File: src/rtl/core/kahn_topological_sorter_unit_defines.svh
// Assertion macros shared by the topological sorter RTL.
`ifndef KAHN_TOPOLOGICAL_SORTER_UNIT_DEFINES_SVH
`define KAHN_TOPOLOGICAL_SORTER_UNIT_DEFINES_SVH

// Same-cycle implication, checked on clk and quiet while arst_n is low.
`define KTS_ASSERT_IMP(label, ante, cons) \
	label: assert property (@(posedge clk) disable iff (!arst_n) (ante) |-> (cons)) \
		else $error("sorter check failed in the same cycle");

// Next-cycle implication, checked on clk and quiet while arst_n is low.
`define KTS_ASSERT_NXT(label, ante, cons) \
	label: assert property (@(posedge clk) disable iff (!arst_n) (ante) |=> (cons)) \
		else $error("sorter check failed one cycle later");

`endif

File: src/rtl/core/kts_pkg.sv
// Shared types and codes of the topological sorter.
`default_nettype none
package kts_pkg;

	localparam logic OP_LOAD = 1'b0;
	localparam logic OP_SORT = 1'b1;

	localparam logic [1:0] STATUS_NODE      = 2'd0;
	localparam logic [1:0] STATUS_SELF_LOOP = 2'd1;
	localparam logic [1:0] STATUS_CYCLE     = 2'd2;

	// Control broadcast from the sequencer to every cell of the row.
	typedef struct packed {
		logic       load;
		logic [4:0] src;
		logic       init;
		logic       emit;
		logic [4:0] emit_id;
	} kts_ctrl_t;

endpackage
`default_nettype wire

File: src/rtl/core/kts_cell.sv
// One node cell: holds the node's incoming-edge column and its sort state.
`default_nettype none
module kts_cell import kts_pkg::*; #(
	parameter int CAP = 32,
	parameter int IDX = 0
) (
	input  wire logic           clk,
	input  wire logic           arst_n,
	input  wire kts_ctrl_t      ctrl,
	input  wire logic           load_bit,
	input  wire logic [CAP-1:0] mask,
	input  wire logic           ready_in,
	output logic                ready_out,
	output logic                sel,
	input  wire logic           loop_in,
	output logic                loop_out
);

	localparam int IDXW = $clog2(CAP);

	logic [CAP-1:0] col_q;
	logic [CAP-1:0] work_q;
	logic           done_q;
	logic           act_q;
	logic           ready;

	// A node is ready once it is in use, not yet emitted and has no live input.
	assign ready     = act_q & ~done_q & ~(|work_q);
	assign sel       = ready & ~ready_in;
	assign ready_out = ready_in | ready;
	assign loop_out  = loop_in | (mask[IDX] & col_q[IDX]);

	always_ff @(posedge clk) begin
		if (ctrl.load) begin
			col_q[ctrl.src[IDXW-1:0]] <= load_bit;
		end
	end

	always_ff @(posedge clk or negedge arst_n) begin
		if (!arst_n) begin
			work_q <= '0;
			done_q <= 1'b0;
			act_q  <= 1'b0;
		end else if (ctrl.init) begin
			work_q <= col_q & mask;
			done_q <= 1'b0;
			act_q  <= mask[IDX];
		end else if (ctrl.emit) begin
			work_q[ctrl.emit_id[IDXW-1:0]] <= 1'b0;
			if (sel) begin
				done_q <= 1'b1;
			end
		end
	end

endmodule
`default_nettype wire

File: src/rtl/core/kahn_topological_sorter_unit.sv
// Kahn topological sorter over a row of node cells. A load word (operation 0)
// writes one adjacency row and is taken every cycle the input is not stalled;
// it gives no result. A sort word (operation 1) is checked for self-loops in
// the cycle it is accepted: a self-loop answers with one error word at once.
// Otherwise the cells take a working copy and, from the next cycle on, the
// sorter emits one node per cycle while the output is not stalled (lowest
// ready index first); an acyclic graph ends on a node word with last set,
// a cyclic one on a cycle error word. The rate is set by the single
// priority chain through the cells, which picks one node per cycle. The
// input is stalled while a sort runs and while a result waits on a stalled
// output. node_count may be written only while the block is idle.
`default_nettype none
`include "kahn_topological_sorter_unit_defines.svh"
module kahn_topological_sorter_unit import kts_pkg::*; #(
	parameter int MAX_NODES = 32
) (
	input  wire logic        clk,
	input  wire logic        arst_n,
	input  wire logic        in_valid,
	output logic             in_stall,
	input  wire logic        operation,
	input  wire logic [4:0]  row_index,
	input  wire logic [31:0] row_bits,
	output logic             out_valid,
	input  wire logic        out_stall,
	output logic [4:0]       node_id,
	output logic [1:0]       status,
	output logic             last,
	input  wire logic        node_count_we,
	input  wire logic [5:0]  node_count_wdata
);

	localparam int CAP  = (MAX_NODES < 32) ? MAX_NODES : 32;
	localparam int IDXW = $clog2(CAP);
	localparam int CNTW = $clog2(CAP + 1);

	localparam logic ST_IDLE = 1'b0;
	localparam logic ST_RUN  = 1'b1;

	logic            state_q;
	logic [5:0]      node_count_q;
	logic [CNTW-1:0] n_q;
	logic [CNTW-1:0] cnt_q;
	logic [CNTW-1:0] n_eff;
	logic [CAP-1:0]  mask;
	logic            out_valid_q;
	logic [4:0]      node_id_q;
	logic [1:0]      status_q;
	logic            last_q;

	logic            in_acc;
	logic            load_acc;
	logic            sort_acc;
	logic            can_load;
	logic            step;
	logic            last_node;
	logic            any_ready;
	logic            self_loop;
	logic [IDXW-1:0] sel_id;
	logic [CAP-1:0]  sel_vec;
	logic [CAP:0]    ready_c;
	logic [CAP:0]    loop_c;
	kts_ctrl_t       ctrl;

	assign in_acc   = in_valid & ~in_stall;
	assign load_acc = in_acc & (operation == OP_LOAD) & ({1'b0, row_index} < 6'(CAP));
	assign sort_acc = in_acc & (operation == OP_SORT);
	assign can_load = ~out_valid_q | ~out_stall;
	assign in_stall = (state_q == ST_RUN) | (out_valid_q & out_stall);
	assign step     = (state_q == ST_RUN) & can_load;

	// The run ends on the node that brings the emitted count up to n.
	assign last_node = ((cnt_q + CNTW'(1)) == n_q);

	always_comb begin
		if (node_count_q == 6'd0) begin
			n_eff = CNTW'(1);
		end else if (node_count_q > 6'(CAP)) begin
			n_eff = CNTW'(CAP);
		end else begin
			n_eff = CNTW'(node_count_q);
		end
	end

	always_comb begin
		for (int s = 0; s < CAP; s++) begin
			mask[s] = (CNTW'(s) < n_eff);
		end
	end

	always_comb begin
		sel_id = '0;
		for (int i = 0; i < CAP; i++) begin
			if (sel_vec[i]) begin
				sel_id = IDXW'(i);
			end
		end
	end

	always_comb begin
		ctrl.load    = load_acc;
		ctrl.src     = row_index;
		ctrl.init    = sort_acc & ~self_loop;
		ctrl.emit    = step & any_ready;
		ctrl.emit_id = 5'(sel_id);
	end

	assign ready_c[0] = 1'b0;
	assign loop_c[0]  = 1'b0;
	assign any_ready  = ready_c[CAP];
	assign self_loop  = loop_c[CAP];

	for (genvar i = 0; i < CAP; i++) begin : g_cell
		kts_cell #(
			.CAP (CAP),
			.IDX (i)
		) u_cell (
			.clk       (clk),
			.arst_n    (arst_n),
			.ctrl      (ctrl),
			.load_bit  (row_bits[i]),
			.mask      (mask),
			.ready_in  (ready_c[i]),
			.ready_out (ready_c[i+1]),
			.sel       (sel_vec[i]),
			.loop_in   (loop_c[i]),
			.loop_out  (loop_c[i+1])
		);
	end

	always_ff @(posedge clk or negedge arst_n) begin
		if (!arst_n) begin
			node_count_q <= 6'd32;
		end else if (node_count_we) begin
			node_count_q <= node_count_wdata;
		end
	end

	always_ff @(posedge clk or negedge arst_n) begin
		if (!arst_n) begin
			state_q <= ST_IDLE;
			cnt_q   <= '0;
			n_q     <= '0;
		end else begin
			case (state_q)
				ST_IDLE: begin
					if (sort_acc & ~self_loop) begin
						state_q <= ST_RUN;
						cnt_q   <= '0;
						n_q     <= n_eff;
					end
				end
				ST_RUN: begin
					if (step) begin
						if (any_ready) begin
							cnt_q <= cnt_q + CNTW'(1);
						end
						if (~any_ready | last_node) begin
							state_q <= ST_IDLE;
						end
					end
				end
				default: begin
					state_q <= ST_IDLE;
				end
			endcase
		end
	end

	always_ff @(posedge clk or negedge arst_n) begin
		if (!arst_n) begin
			out_valid_q <= 1'b0;
		end else if ((sort_acc & self_loop) | step) begin
			out_valid_q <= 1'b1;
		end else if (out_valid_q & ~out_stall) begin
			out_valid_q <= 1'b0;
		end
	end

	always_ff @(posedge clk) begin
		if (sort_acc & self_loop) begin
			node_id_q <= 5'd0;
			status_q  <= STATUS_SELF_LOOP;
			last_q    <= 1'b1;
		end else if (step) begin
			if (any_ready) begin
				node_id_q <= 5'(sel_id);
				status_q  <= STATUS_NODE;
				last_q    <= last_node;
			end else begin
				node_id_q <= 5'd0;
				status_q  <= STATUS_CYCLE;
				last_q    <= 1'b1;
			end
		end
	end

	assign out_valid = out_valid_q;
	assign node_id   = node_id_q;
	assign status    = status_q;
	assign last      = last_q;

	`KTS_ASSERT_IMP(a_sel_onehot, 1'b1, $onehot0(sel_vec))
	`KTS_ASSERT_IMP(a_run_stalls, state_q == ST_RUN, in_stall)
	`KTS_ASSERT_IMP(a_cnt_bound, state_q == ST_RUN, cnt_q < n_q)
	`KTS_ASSERT_NXT(a_last_ends, step & any_ready & last_node, state_q == ST_IDLE)

endmodule
`default_nettype wire

File: config.mk
export PLATFORM = sky130hd
export DESIGN_NAME = kahn_topological_sorter_unit
export DESIGN_NICKNAME = d
export VERILOG_FILES = /design/src/rtl/core/kts_pkg.sv /design/src/rtl/core/kts_cell.sv /design/src/rtl/core/kahn_topological_sorter_unit.sv
export VERILOG_INCLUDE_DIRS = /design/src /design/src/rtl/core
export SDC_FILE = /design/constraint.sdc
export NUM_CORES = 2
export LEC_CHECK = 0
export BUFFER_PORTS_ARGS = -buffer_cell sky130_fd_sc_hd__buf_2
export CAP_MARGIN = 20
export CORE_AREA = 2 2 558 560
export DETAILED_ROUTE_END_ITERATION = 10
export DIE_AREA = 0 0 560 562
export MAX_ROUTING_LAYER = met4
export PLACE_DENSITY_LB_ADDON = 0.25
export REMOVE_ABC_BUFFERS = 1
export SYNTH_ARGS = -nofsm -noshare
export SYNTH_HDL_FRONTEND = slang
export SYNTH_SLANG_ARGS = --single-unit
File: constraint.sdc
create_clock -name clk -period 2.9 [get_ports clk]
set_input_delay 0.435 -clock clk [delete_from_list [all_inputs] [get_ports clk]]
set_output_delay 0.435 -clock clk [all_outputs]
set_load 0.01 [all_outputs]
==> run_results.csv <==
group,metric,value,unit
cts,clkSlewWorstSetupHoldPaths,0.06,ns
yosys,synthTopCellsByCount,"dfrtp_1, edfxtp_1, a32o_1",
run_status,status,"complete, but fails checks",
global_routing,first_global_vias,52600,
detailed_routing,wire_per_inst,28.2,um
cts,clock_latency,0.92,ns
sta,period_share,135,%
place,gp_congestion,0.938,
power,p_switching,13.6,mW
yosys,synth_seq_cells,2140,
yosys,syn_area_per_cell,15.1,um^2
die,initial_utilization,25.0,%
finish,drive_gt1_share,29.8,%
sta,rsz0062_at_grt,"true",
place,port_buffers,58,
worst_setup_path,crit_top_cell,"buf_6",
power,p_leak,42.3,nW
yosys,yosysSeqAreaShare,76.2,%
yosys,yosys-top-cells-area,"edfxtp_1, dfrtp_1, a32o_1, a22o_1, a22oi_1",
yosys,netlist_area,77000,um^2
yosys,ys_async_sr_fraction,51.8,%
cts,clock_sinks,2140,
worst_setup_path,slowest_delay,0.39,ns
finish,multi_input_area,18800,um^2
sta,worst_pin_slew,1.14,ns
power,comb_power_share,2.4,%
die,ioPinCount,59,
detailed_routing,drc,0,
power,p_int,49.4,mW
power,ir_drop,0.472,mV
yosys,synthCells,5092,
yosys,synth_top_area_cell,"edfxtp_1",
finish,syn2layout_area_growth,34.6,%
global_routing,grt_start_max_net_pins,115,
yosys,synth.most_common_cell,"dfrtp_1",
worst_setup_path,crit_chain,"nor4b_2, buf_4, nand4_1, buf_6, or3_4, buf_6, and4_4, nand4b_1, buf_4, o32ai_4, a222oi_1, buf_4, buf_6, nand4_1, buf_6, clkbuf_16, a32o_1",
worst_setup_path,required,3.68,ns
finish,nFillCells,30100,
sta,whs,0.0520,ns
detailed_routing,first_pass_iters,5,
sta,finalHoldViolations,0,
finish,final-seq-area,58600,um^2
sta,finalSetupViolations,1108,
global_routing,grt_antenna_before_repair,43,
finish,layout.nets,6284,
die,die_h,562,um
worst_setup_path,worstPathArrival,4.69,ns
power,p_clk_share,46.9,%
yosys,ys_dominant_reg_cell,"dfrtp_1",
worst_setup_path,critPathKind,"reg -> reg",
sta,max_freq,256,MHz
detailed_routing,via_count,52200,
worst_setup_path,crit_path_end_kind,"flop",
die,die_area,315000,um^2
worst_setup_path,slowest_stage,"dfrtp_1",
global_routing,grt_util_all_layers,19.0,%
sta,fin_skew,0.0807,ns
finish,instances_no_fill,10600,
cts,cts-buffers-inserted,227,
cts,clk_path_buf_depth,4,
place,dp_cells,10000,
detailed_routing,drtIter0Drc,5668,
worst_setup_path,reg2reg_depth,17,
detailed_routing,drt.antenna.violating_nets,0,
die,core,308000,um^2
die,die_w,560,um
global_routing,grt_overflow,0,
sta,period_minus_slack,3.91,ns
cts,cts_tree,"built",
die,rows,204,
worst_setup_path,start_kind,"flop",
hold_path,whs_path_depth,2,
cts,cts.htree.levels,4,
yosys,synth_edf_count,1024,
job,drv_cap,0,
worst_setup_path,critical_path.max_fanout,8,
cts,root_buffer,"clkbuf_16",
power,powerDensity,608,nW/um^2
yosys,yosys_warnings,0,
power,pwr-share-seq,50.7,%
run_status,violations,"negative setup slack",
hold_path,hold_path.class,"in -> reg",
global_routing,grt_pass1_wl,416000,um
detailed_routing,routed_wirelength,298000,um
sta,relSlewSlack,23.8,%
yosys,yosys.area.top_type_share,39.9,%
yosys,synth_cell_types,82,
detailed_routing,vias_per_cell,4.94,
sta,finalWorstSetupSlack,-1.01,ns
place,dp_hpwl,183000,um
power,switching_share,21.5,%
sta,slew_violations,0,
-- metrics by stage --
step	utilization [%]	total power [mW]	worst slack (ns)	instance area, um^2	TNS [ns]
after floorplan	-	32.7	-26.52	75600	-
after global placement	30.0	34.0	-1.97	92400	-1864.10
after detailed placement	30.0	34.0	-1.96	92400	-1867.61
after CTS	33.3	63.6	-1.01	103000	-880.75
after global routing	33.6	64.8	-1.05	104000	-931.62
final	33.6	63.0	-1.01	104000	-866.94
-- layout make-up --
type | count | share of cell area [%]
multi-input cells | 2519 | 18.2
diodes | 19 | 0.0459
flip-flops and latches | 2140 | 56.6
clock inverters | 80 | 0.861
repair buffers | 1239 | 12.5
well taps | 4120 | 4.97
inverters | 107 | 0.388
clock buffers | 341 | 6.44
-- layout by cell type, fill, tap and decap left out, types with 18 or more instances in the layout --
master / Yosys / routed
a21o_1: 46 / 46
a21oi_1: 79 / 69
a22o_1: 219 / 219
a22oi_1: 217 / 214
a31o_2: 28 / 20
a32o_1: 372 / 372
and2_1: 40 / 35
and3_1: 37 / 35
buf_12: 0 / 228
buf_16: 0 / 22
buf_2: 63 / 57
buf_4: 4 / 845
buf_6: 12 / 48
clkbuf_1: 243 / 61
clkbuf_16: 0 / 240
clkbuf_8: 0 / 50
clkinv_2: 0 / 34
dfrtp_1: 1107 / 1103
diode_2: 0 / 19
dlygate4sd3_1: 0 / 22
edfxtp_1: 1024 / 1024
inv_1: 106 / 106
nand2_1: 307 / 305
nand3_1: 55 / 48
nand4_1: 47 / 47
nor2_1: 349 / 292
nor2_4: 0 / 56
nor3_1: 78 / 52
nor3_2: 5 / 18
nor4_1: 242 / 155
nor4_2: 1 / 57
nor4_4: 1 / 32
o21ai_0: 140 / 134
or3_1: 26 / 20
-- kinds of logic (layout without fill, tap and decap cells) --
| kind of cell | count (synthesis) | count (layout) | share of synthesized area (%) |
|---|---|---|---|
| XOR/XNOR | 8 | 8 | 0.0910 |
| AO/OA/AOI/OAI | 1221 | 1221 | 12.9 |
| flip-flops | 2140 | 2140 | 76.2 |
| other | 0 | 19 | 0 |
| multiplexers | 4 | 4 | 0.0585 |
| adder cells (fa/ha/maj) | 1 | 1 | 0.0163 |
| AND/OR/NAND/NOR | 1285 | 1285 | 8.39 |
| buffers and inverters | 433 | 1767 | 2.35 |
-- critical path: cells and delay by family, from the launching register on --
family,cells,cell delay [ns]
buffers and inverters,8,1.44
and+or+nand+nor,6,1.21
AOI/OAI and AO/OA,3,0.70
DFF,1,0.39
-- metal layers --
layer / track usage, % / share of wire [%] / up-vias
li1: - / - / 22100
met1: 25.5 / 44 / 27800
met2: 30.0 / 47 / 1817
met3: 2.57 / 5.9 / 413
met4: 5.12 / 2.9 / 0
met5: - / 0 / -
-- state kept, by name, indices dropped and copies added, names as in the netlist --
signal and count:
g_cell.u_cell.col_q 1024, status 2, last 1, g_cell.u_cell.act_q 32, out_valid 1, state_q 1
n_q 6, g_cell.u_cell.done_q 32, cnt_q 6, g_cell.u_cell.work_q 1024, node_id 5, node_count_q 6
-- power groups by stage --
stage / sequential [mW] / clock (mW) / combinational (mW)
2_1_floorplan: 32.6 / 0 / 0.129
3_3_place_gp: 32.5 / 0 / 1.44
3_5_place_dp: 32.5 / 0 / 1.46
4_1_cts: 31.9 / 30.1 / 1.52
5_1_grt: 31.9 / 31.3 / 1.59
6_report: 31.9 / 29.6 / 1.48
-- path summary, 6_finish.rpt --
check / startpoint / end / slack [ns]
max: g_cell[16].u_cell.work_q[30] / g_cell[3].u_cell.work_q[18] / -1.01
min: row_bits[10] / g_cell[10].u_cell.col_q[18] / 0.05
max reg2reg: g_cell[16].u_cell.work_q[30] / g_cell[3].u_cell.work_q[18] / -1.01
min reg2reg: g_cell[24].u_cell.col_q[4] / g_cell[24].u_cell.work_q[4] / 0.42
max in group asynchronous: arst_n / g_cell[12].u_cell.work_q[31] / 1.73
min in group asynchronous: arst_n / g_cell[15].u_cell.work_q[17] / 0.09
-- timing repair --
item,in CTS,in global routing
endpoints found under the hold margin,182,0
gates cloned,19,13
endpoints found under the setup margin,1108,1108
gates resized for setup,277,110
hold buffers,22,0
pin swaps,128,97
setup buffers,50,16
No activity file was read; power rests on OpenSTA's default activity.
